## config.mk

```make
export PLATFORM = sky130hd
export DESIGN_NAME = led_bar_animation_sequencer
export DESIGN_NICKNAME = d
export VERILOG_FILES = /design/src/rtl/core/lbas_pkg.sv /design/src/rtl/core/lbas_front.sv /design/src/rtl/core/lbas_anim.sv /design/src/rtl/core/led_bar_animation_sequencer.sv
export SDC_FILE = /design/constraint.sdc
export NUM_CORES = 1
export LEC_CHECK = 0
export BUFFER_PORTS_ARGS = -buffer_cell sky130_fd_sc_hd__buf_4
export CAP_MARGIN = 25
export CORE_MARGIN = 2
export CORE_UTILIZATION = 30
export CTS_BUF_LIST = sky130_fd_sc_hd__clkbuf_4
export DETAILED_ROUTE_END_ITERATION = 12
export GPL_ROUTABILITY_DRIVEN = 1
export GPL_TIMING_DRIVEN = 0
export MAX_ROUTING_LAYER = met4
export PLACE_DENSITY = 0.46
export REMOVE_ABC_BUFFERS = 1
export SYNTH_ARGS = -nofsm -noshare
export SYNTH_HDL_FRONTEND = slang
export SYNTH_SLANG_ARGS = --single-unit
```

## constraint.sdc

```tcl
create_clock -name clk -period 9.2 [get_ports clk]
set_input_delay 0.46 -clock clk [delete_from_list [all_inputs] [get_ports clk]]
set_output_delay 0.46 -clock clk [all_outputs]
set_load 0.05 [all_outputs]
```

## src/rtl/core/lbas_pkg.sv

```systemverilog
// Shared types and constants for the LED bar animation sequencer.
// No dependencies.
package lbas_pkg;

	// Command codes carried in func
	localparam logic [2:0] FUNC_UPDATE = 3'd0;
	localparam logic [2:0] FUNC_DEPART = 3'd1;
	localparam logic [2:0] FUNC_ARRIVE = 3'd2;
	localparam logic [2:0] FUNC_GO_UP  = 3'd3;
	localparam logic [2:0] FUNC_GO_DN  = 3'd4;

	// Configuration register indexes
	localparam logic CFG_RUN_INTERVAL   = 1'b0;
	localparam logic CFG_BLINK_INTERVAL = 1'b1;

	localparam logic [15:0] RUN_INTERVAL_RST   = 16'd250;
	localparam logic [15:0] BLINK_INTERVAL_RST = 16'd250;

	localparam logic [7:0] ALL_ON  = 8'hFF;
	localparam logic [7:0] ALL_OFF = 8'h00;
	localparam logic [2:0] TOGGLES = 3'd6;

	// floor(t/500) = floor((t>>2)/125); for a 30-bit dividend the quotient by
	// 125 is (x * ceil(2^37/125)) >> 37 exactly.
	localparam logic [30:0] ALARM_RECIP = 31'd1099511628;
	localparam int          ALARM_SHIFT = 37;

	typedef enum logic [4:0] {
		MODE_IDLE   = 5'b00001,
		MODE_DEPART = 5'b00010,
		MODE_UP     = 5'b00100,
		MODE_DOWN   = 5'b01000,
		MODE_ARRIVE = 5'b10000
	} mode_t;

	typedef struct packed {
		logic [2:0]  func;
		logic [31:0] now_ms;
		logic        alarm;
		logic        alarm_on;   // bit 0 of now_ms/500 is clear
	} item_t;

endpackage

```

## src/rtl/core/lbas_front.sv

```systemverilog
// Input register and alarm phase stage of the LED bar sequencer.
// Depends on lbas_pkg.
module lbas_front (
	input  logic                 clk,
	input  logic                 arst_n,
	input  logic                 in_valid,
	output logic                 in_ready,
	input  logic [2:0]           func,
	input  logic [31:0]          now_ms,
	input  logic                 alarm,
	output logic                 item_valid,
	input  logic                 item_ready,
	output lbas_pkg::item_t      item
);

	logic        valid_s1;
	logic [2:0]  func_s1;
	logic [31:0] now_s1;
	logic        alarm_s1;
	logic        valid_s2;
	lbas_pkg::item_t item_s2;
	logic [60:0] prod;
	logic        adv_s1;
	logic        adv_s2;

	assign adv_s2   = !valid_s2 || item_ready;
	assign adv_s1   = !valid_s1 || adv_s2;
	assign in_ready = adv_s1;

	assign prod = 61'(now_s1[31:2]) * 61'(lbas_pkg::ALARM_RECIP);

	always_ff @(posedge clk or negedge arst_n) begin
		if (!arst_n) begin
			valid_s1 <= 1'b0;
			valid_s2 <= 1'b0;
		end else begin
			if (adv_s1)
				valid_s1 <= in_valid;
			if (adv_s2)
				valid_s2 <= valid_s1;
		end
	end

	always_ff @(posedge clk) begin
		if (adv_s1 && in_valid) begin
			func_s1  <= func;
			now_s1   <= now_ms;
			alarm_s1 <= alarm;
		end
		if (adv_s2 && valid_s1) begin
			item_s2.func     <= func_s1;
			item_s2.now_ms   <= now_s1;
			item_s2.alarm    <= alarm_s1;
			item_s2.alarm_on <= !prod[lbas_pkg::ALARM_SHIFT];
		end
	end

	assign item_valid = valid_s2;
	assign item       = item_s2;

endmodule

```

## src/rtl/core/lbas_anim.sv

```systemverilog
// Animation state, configuration registers and result register of the
// LED bar sequencer. Depends on lbas_pkg.
module lbas_anim (
	input  logic            clk,
	input  logic            arst_n,
	input  logic            cfg_we,
	input  logic            cfg_index,
	input  logic [15:0]     cfg_data,
	input  logic            item_valid,
	output logic            item_ready,
	input  lbas_pkg::item_t item,
	output logic            out_valid,
	input  logic            out_ready,
	output logic [7:0]      led_pattern
);

	logic [15:0]     run_interval_q;
	logic [15:0]     blink_interval_q;
	lbas_pkg::mode_t mode_q, mode_d;
	logic [2:0]      head_q, head_d;
	logic [31:0]     last_q, last_d;
	logic [2:0]      toggle_q, toggle_d;
	logic            out_valid_q;
	logic [7:0]      led_q;

	logic            take;
	logic            emit;
	logic [7:0]      pat;
	logic [31:0]     elapsed;
	logic            blink_due;
	logic            run_due;
	logic [2:0]      tc_next;
	logic            upward;
	logic [2:0]      tail1;
	logic [2:0]      tail2;
	logic [7:0]      comet;

	assign take       = item_valid && (!out_valid_q || out_ready);
	assign item_ready = !out_valid_q || out_ready;

	assign elapsed   = item.now_ms - last_q;
	assign blink_due = elapsed >= {16'd0, blink_interval_q};
	assign run_due   = elapsed >= {16'd0, run_interval_q};
	assign tc_next   = toggle_q + 3'd1;
	assign upward    = (mode_q == lbas_pkg::MODE_UP);
	assign tail1     = upward ? head_q - 3'd1 : head_q + 3'd1;
	assign tail2     = upward ? head_q - 3'd2 : head_q + 3'd2;
	assign comet     = (8'd1 << head_q) | (8'd1 << tail1) | (8'd1 << tail2);

	always_comb begin
		mode_d   = mode_q;
		head_d   = head_q;
		last_d   = last_q;
		toggle_d = toggle_q;
		emit     = 1'b0;
		pat      = lbas_pkg::ALL_OFF;
		case (item.func)
			lbas_pkg::FUNC_DEPART, lbas_pkg::FUNC_ARRIVE: begin
				mode_d   = (item.func == lbas_pkg::FUNC_DEPART) ?
					lbas_pkg::MODE_DEPART : lbas_pkg::MODE_ARRIVE;
				toggle_d = 3'd0;
				last_d   = item.now_ms;
				emit     = 1'b1;
				pat      = lbas_pkg::ALL_ON;
			end
			lbas_pkg::FUNC_GO_UP: begin
				mode_d = lbas_pkg::MODE_UP;
				head_d = 3'd0;
				last_d = item.now_ms;
			end
			lbas_pkg::FUNC_GO_DN: begin
				mode_d = lbas_pkg::MODE_DOWN;
				head_d = 3'd7;
				last_d = item.now_ms;
			end
			lbas_pkg::FUNC_UPDATE: begin
				if (item.alarm) begin
					// freeze the animation, flash at half the alarm period
					emit = 1'b1;
					pat  = item.alarm_on ? lbas_pkg::ALL_ON : lbas_pkg::ALL_OFF;
				end else begin
					case (mode_q)
						lbas_pkg::MODE_DEPART, lbas_pkg::MODE_ARRIVE: begin
							if (blink_due) begin
								emit     = 1'b1;
								last_d   = item.now_ms;
								toggle_d = tc_next;
								if (tc_next < lbas_pkg::TOGGLES) begin
									pat = tc_next[0] ? lbas_pkg::ALL_OFF : lbas_pkg::ALL_ON;
								end else begin
									pat = (mode_q == lbas_pkg::MODE_DEPART) ?
										lbas_pkg::ALL_ON : lbas_pkg::ALL_OFF;
									mode_d = lbas_pkg::MODE_IDLE;
								end
							end
						end
						lbas_pkg::MODE_UP, lbas_pkg::MODE_DOWN: begin
							if (run_due) begin
								emit   = 1'b1;
								last_d = item.now_ms;
								pat    = comet;
								head_d = upward ? head_q + 3'd1 : head_q - 3'd1;
							end
						end
						default: begin
						end
					endcase
				end
			end
			default: begin
			end
		endcase
	end

	always_ff @(posedge clk or negedge arst_n) begin
		if (!arst_n) begin
			run_interval_q   <= lbas_pkg::RUN_INTERVAL_RST;
			blink_interval_q <= lbas_pkg::BLINK_INTERVAL_RST;
			mode_q           <= lbas_pkg::MODE_IDLE;
			head_q           <= 3'd0;
			last_q           <= 32'd0;
			toggle_q         <= 3'd0;
			out_valid_q      <= 1'b0;
		end else begin
			if (cfg_we) begin
				if (cfg_index == lbas_pkg::CFG_RUN_INTERVAL)
					run_interval_q <= cfg_data;
				else
					blink_interval_q <= cfg_data;
			end
			if (take) begin
				mode_q      <= mode_d;
				head_q      <= head_d;
				last_q      <= last_d;
				toggle_q    <= toggle_d;
				out_valid_q <= emit;
			end else if (out_ready) begin
				out_valid_q <= 1'b0;
			end
		end
	end

	always_ff @(posedge clk) begin
		if (take && emit)
			led_q <= pat;
	end

	assign out_valid   = out_valid_q;
	assign led_pattern = led_q;

endmodule

```

## src/rtl/core/led_bar_animation_sequencer.sv

```systemverilog
// LED bar animation sequencer: takes one word per clock while in_ready is
// high and returns at most one LED pattern word per input word. The first
// stage registers the input on the accepting edge, the second holds the
// alarm phase taken from a 30 by 31 bit reciprocal multiply (now_ms/500),
// and the third applies the word to the animation state and loads the
// result register. Words that cause no pattern leave no result.
// Depends on lbas_pkg, lbas_front and lbas_anim.
module led_bar_animation_sequencer (
	input  logic        clk,
	input  logic        arst_n,
	input  logic        cfg_we,
	input  logic        cfg_index,
	input  logic [15:0] cfg_data,
	input  logic        in_valid,
	output logic        in_ready,
	input  logic [2:0]  func,
	input  logic [31:0] now_ms,
	input  logic        alarm,
	output logic        out_valid,
	input  logic        out_ready,
	output logic [7:0]  led_pattern
);

	logic            item_valid;
	logic            item_ready;
	lbas_pkg::item_t item;

	lbas_front u_front (
		.clk        (clk),
		.arst_n     (arst_n),
		.in_valid   (in_valid),
		.in_ready   (in_ready),
		.func       (func),
		.now_ms     (now_ms),
		.alarm      (alarm),
		.item_valid (item_valid),
		.item_ready (item_ready),
		.item       (item)
	);

	lbas_anim u_anim (
		.clk         (clk),
		.arst_n      (arst_n),
		.cfg_we      (cfg_we),
		.cfg_index   (cfg_index),
		.cfg_data    (cfg_data),
		.item_valid  (item_valid),
		.item_ready  (item_ready),
		.item        (item),
		.out_valid   (out_valid),
		.out_ready   (out_ready),
		.led_pattern (led_pattern)
	);

endmodule

```

## Word-level counts from Yosys, hierarchy flattened

Index checks and enable logic that the tools add are counted.

| storage, ports and cells | value |
|---|---|
| input port bits | 58 |
| register bits after elaboration | 159 |
| output and inout bits | 10 |
| word-level logic and storage cells | 115 |

| operators by class | value |
|---|---|
| shift operators | 3 |
| reduce and logical (&&, ||, !) cells | 27 |
| equal/unequal tests | 17 |
| $add $sub $neg | 6 |
| order comparisons | 3 |
| $mul | 1 |
| bitwise logic cells | 3 |
| muxes and demuxes | 38 |

Operators with widths:

| kind | number |
|---|---|
| $pmux 32 s2 | 2 |
| $mux 32 | 3 |
| $ge 32x16->1 | 2 |
| $mux 8 | 7 |
| $mul 30x29->36 const B | 1 |
| $pmux 8 s2 | 2 |
| $sub 32x32->32 | 1 |
| $mux 3 | 9 |
| $mux 5 | 5 |
| $shl 1x3->8 const A | 3 |
| $pmux 5 s4 | 1 |
| $or 8x8->8 | 2 |
| $reduce_and 6->1 | 2 |
| $reduce_and 5->1 | 2 |
| $ne 3x2->1 const B | 3 |
| $pmux 3 s3 | 1 |
| $add 3x1->3 const B | 2 |
| $eq 3x2->1 const B | 2 |
| $ne 2x1->1 const B | 3 |
| $ne 2x2->1 const B | 3 |
| $pmux 3 s2 | 1 |
| $reduce_bool 2->1 | 3 |
| $reduce_or 2->1 | 3 |
| $eq 5x2->1 const B | 1 |
| other kinds (20) | 34 |

## Depth between registers and ports, before layout

| depth | value |
|---|---|
| depth after elaboration | 9 |
| gate-level depth with buffers | 25 |
| mapped depth without buffers | 25 |

## Hierarchy

From an unflattened synthesis, not the netlist that was laid out.

| unflattened totals | value |
|---|---|
| cell total of the unflattened synthesis | 1808 |
| area, all modules | 18738.0 um^2 |

By module, submodules not included:

| module | times used | area each (um^2) | cells an instance | sequential area each (um^2) |
|---|---|---|---|---|
| lbas_front | 1 | 11031.8 | 899 | 2242.2 |
| lbas_anim | 1 | 7706.1 | 909 | 2158.3 |

## Worst setup path after synthesis

Ideal clock, no wire load.

| timing | value |
|---|---|
| kind | register -> register |
| from | register u_front.now_s1[14] |
| to | register u_front.item_s2, in the netlist u_front.item[0] (data pin) |
| setup time | 0.265 ns |
| arrival | 6.260 ns |
| slack | 2.674 ns |
| stages on the path, launching flop included | 25 |
| required time | 8.935 ns |
| path through | edfxtp_1 -> ha_1 -> fa_1 -> fa_1 -> inv_1 -> fa_1 -> inv_1 -> fa_1 -> fa_1 -> fa_1 -> inv_1 -> fa_1 -> inv_1 -> ha_1 -> a21o_1 -> a21o_1 -> a21o_1 -> a21oi_1 -> nor2b_1 -> o21ai_0 -> nand2b_1 -> a21oi_1 -> o31ai_1 -> a221oi_1 -> xnor2_1 |

| on the way | value |
|---|---|
| cells in the longest elaborated chain, start to end | 2 |

RTL lines:

| what | line | text |
|---|---|---|
| start, declared | lbas_front.sv:18 | `logic [31:0] now_s1;` |
| start signal, assigned | lbas_front.sv:47 | `now_s1 <= now_ms;` |
| $mul 30x29->36 | lbas_front.sv:30 | `assign prod = 61'(now_s1[31:2]) * 61'(lbas_pkg::ALARM_RECIP);` |
| $logic_not 1->1 | lbas_front.sv:54 | `item_s2.alarm_on <= !prod[lbas_pkg::ALARM_SHIFT];` |
| end, declared | lbas_front.sv:21 | `lbas_pkg::item_t item_s2;` |

Every way passes these cells.
A chain may end at the register's enable or synchronous reset.

## Worst setup path after layout

| timing | value |
|---|---|
| from | register u_front.now_s1[15] |
| to | register u_front.item_s2, in the netlist u_front.item[0] (data pin) |

Same word-level chain as after synthesis.

==> metrics.csv <==
stage,metric,value,unit
synth,asyncSetResetFlopFracSynth,49.1,%
timing,finalMaxSlewViolations,0,
run,timing.max_cap.violations,0,
floorplanning,rows,89,
placement,gpl_wtd_cong,0.854,
clocking,cts-buffers-inserted,17,
critical_path,timing.critical_path.to_type,register,
synth,seq_total_area_yosys,24.6,%
routing,drtIter0Drc,483,
timing,fin_skew,0.0383,ns
critical_path,crit_path_cell_trace,ha_1 > fa_1 > fa_1 > inv_1 > fa_1 > inv_1 > fa_1 > fa_1 > fa_1 > inv_1 > fa_1 > inv_1 > ha_1 > a21o_1 > a21o_1 > a21o_1 > a21oi_1 > nor2b_1 > o21ai_0 > nand2b_1 > a21oi_1 > o31ai_1 > a221oi_1 > xnor2_1,
global_routing,grt.overflow.total,0,
floorplanning,initial_util,30.3,%
synth,ffs_latches_synth,159,
critical_path,crit_fanout,11,
floorplanning,die_y,248,um
cells_and_area,mostFrequentLayoutCell,sky130_fd_sc_hd__inv_1,
cells_and_area,finish.net_count,2363,
clocking,worst_case_clock_buffer_depth,2,
run_status,run_status,finished clean,
floorplanning,core,58900,sq um
global_routing,grt_pass1_wl,69.0,mm
routing,route.antenna.remaining_nets,0,
critical_path,critPathKind,reg -> reg,
placement,dp.final_hpwl,34.0,mm
routing,route.final.wire_length,42.0,mm
global_routing,first_global_vias,13000,
cells_and_area,final_cell_count_no_fill,2578,
timing,report.final.setup_viol,0,
timing,finalCritPeriodShare,82.4,%
synth,synthDistinctLibCells,69,
synth,post_synth_instance_area,17900,sq um
critical_path,worstSetupStartpointType,register,
floorplanning,dieArea,61500,sq um
clocking,postCtsSetupBuffers,0,
clocking,cts_tree,built,
global_routing,grt_max_degree,79,
timing,max_slew_margin,40.6,%
cells_and_area,area_of_the_multi_input_gates,11900,sq um
clocking,ctsHtreeMaxLevel,4,
cells_and_area,final_cell_mix,"sky130_fd_sc_hd__inv_1, sky130_fd_sc_hd__ha_1, sky130_fd_sc_hd__fa_1",
timing,max_freq,0.132,GHz
critical_path,worst-endpoint-arrival,7.98,ns
critical_path,worst_path_max_delay_cell,sky130_fd_sc_hd__edfxtp_1,
cells_and_area,ff_latch_area,4400,sq um
placement,place.port_buffers,67,
synth,synthesis.instances,1668,
critical_path,slowest_cell_delay_on_critical_path,0.85,ns
critical_path,worst_endpoint_required_time,9.60,ns
timing,rsz_0062_raised_after_global_routing,false,
clocking,hold_fix_buffer_count_after_cts,58,
routing,number_of_optimization_iterations_in_the_first_detailed_route_pass,5,
global_routing,grt_antenna_before_repair,2,
cells_and_area,flow.area_growth_from_synthesis,13.0,%
timing,totalNegativeSetupSlack,0,ns
routing,post_drt_via_cell_ratio,4.64,
clocking,worst_setup_hold_path_clk_slew,0.14,ns
synth,syn_avg_cell_area,10.7,sq um
routing,dr_total_vias,12000,
cells_and_area,final_layout_size_suffix_gt1_share,8.65,%
critical_path,crit_path_frequent_cell,sky130_fd_sc_hd__fa_1,
timing,hold_viol,0,
clocking,insertion_delay,0.70,ns
clocking,cts_sink_count,159,
synth,synth_enable_flop_cells,81,
routing,routedWlPerCell,16.3,um
synth,ys_dominant_reg_cell,sky130_fd_sc_hd__edfxtp_1,
floorplanning,die_w,248,um
cells_and_area,fillCellCount,5976,
synth,synth-warning-count,0,
clocking,ctsResizeCount,0,
placement,place_inst,2485,
timing,period_minus_slack,7.58,ns
global_routing,globalRouteTotalUtil,15.1,%
timing,tightest_slew,0.883,ns
floorplanning,top_level_ports,68,
clocking,clockRootBuffer,sky130_fd_sc_hd__clkbuf_4,
worst_hold_path,worstHoldPathType,in -> reg,
routing,drt_drc_violations_left,0,
state kept, by name, summed over array words and instances, names as in the netlist, 3 cells and up:
name                     cells
u_anim.run_interval_q       16
u_anim.blink_interval_q     16
u_front.func_s1              3
u_anim.last_q               32
u_anim.mode_q                5
u_anim.head_q                3
u_anim.toggle_q              3
u_anim.led_pattern           8
u_front.item                37
u_front.now_s1              32
metrics by stage:
step                      setup WS, ns  hold WS, ns  util, %  cell area, sq um
after global placement            1.70        0.405     32.6             19200
final                             1.62        0.126     34.3             20200
after global routing              1.30       0.0498     34.3             20200
after CTS                         1.62       0.0146     34.2             20200
after detailed placement          1.61        0.406     32.7             19300
after floorplan                   2.67        0.164        -             17700
critical path: cells and delay by family, from the launching register on:
| kind | cells | cell delay [ns] |
|---|---|---|
| compound gates | 8 | 1.67 |
| xor+xnor | 1 | 0.18 |
| fa+ha+maj | 9 | 4.24 |
| buf+inv | 4 | 0.20 |
| flops | 1 | 0.85 |
| simple gates | 2 | 0.13 |
synth_stat cells, drive strengths merged (5+ instances only):
| library cell | instances | area share [%] |
|---|---|---|
| nor4 | 11 | 0.39 |
| mux2 | 51 | 3.2 |
| a21oi | 77 | 2.2 |
| dfstp | 13 | 1.9 |
| nand2 | 65 | 1.4 |
| clkbuf | 17 | 0.36 |
| mux2i | 5 | 0.28 |
| o31ai | 7 | 0.37 |
| nand3 | 14 | 0.39 |
| dfrtp | 65 | 9.1 |
| o211ai | 12 | 0.50 |
| nor2b | 10 | 0.35 |
| o21a | 9 | 0.38 |
| a21o | 26 | 1.1 |
| xnor2 | 37 | 1.8 |
| o21ai | 68 | 1.9 |
| edfxtp | 81 | 14 |
| a2111oi | 7 | 0.34 |
| and2 | 11 | 0.39 |
| and4 | 5 | 0.25 |
| a31oi | 6 | 0.25 |
| nor3 | 13 | 0.36 |
| fa | 211 | 24 |
| nor2 | 32 | 0.67 |
| ha | 304 | 21 |
| buf | 9 | 0.36 |
| inv | 388 | 8.1 |
| nand2b | 13 | 0.46 |
| xor2 | 17 | 0.83 |
| nand4 | 20 | 0.70 |
| a211oi | 10 | 0.42 |
logic make-up (layout without fill, tap and decap cells):
kind of cell               count (synthesis)  after routing  synth area share (%)
AOI/OAI and AO/OA                        259            259                  9.46
xor gates and xnor gates                  54             54                  2.65
adders and majority gates                515            515                  44.9
buffers and inverters                    414            549                  8.86
DFF                                      159            159                  24.6
muxes                                     56             56                  3.49
other                                      0              2                     0
and+or+nand+nor                          211            211                  6.00
final cells by class:
class / count / area share, %
sequential: 159 / 21.8
timing repair buffer: 129 / 5.81
multi-input combinational: 1095 / 58.9
clock buffer: 18 / 0.669
tap: 773 / 4.79
antenna: 2 / 0.0248
clock inverter: 14 / 0.781
inverter: 388 / 7.21
per-layer routing:
| layer | routed length [um] | vias up | global-route usage, % | share of wire, % |
|---|---|---|---|---|
| li1 | - | 5820 | - | - |
| met1 | 18300 | 5956 | 17.5 | 44 |
| met2 | 21900 | 145 | 26.9 | 52 |
| met3 | 897 | 43 | 2.01 | 2.1 |
| met4 | 935 | 0 | 4.98 | 2.2 |
| met5 | 0 | - | - | 0 |
path summary, 6_finish.rpt:
check | startpoint | to | slack [ns] | cells after the start
worst max-delay path | u_front.now_s1[15]$_DFFE_PP_ | u_front.item[0]$_DFFE_PP_ | 1.62 | 24
worst min-delay path | cfg_index | u_anim.run_interval_q[2]$_DFFE_PN0P_ | 0.13 | 3
worst max register to register | u_front.now_s1[15]$_DFFE_PP_ | u_front.item[0]$_DFFE_PP_ | 1.62 | 24
worst min register to register | u_front.func_s1[2]$_DFFE_PP_ | u_front.item[36]$_DFFE_PP_ | 0.44 | 0
max in group asynchronous | arst_n | u_anim.blink_interval_q[1]$_DFFE_PN1P_ | 8.34 | 3
min in group asynchronous | arst_n | u_front.item_valid$_DFFE_PN0P_ | 0.19 | 2
Power is not shown: default switching activity piles up to over one toggle a cycle in this logic, so the estimate is an artifact.
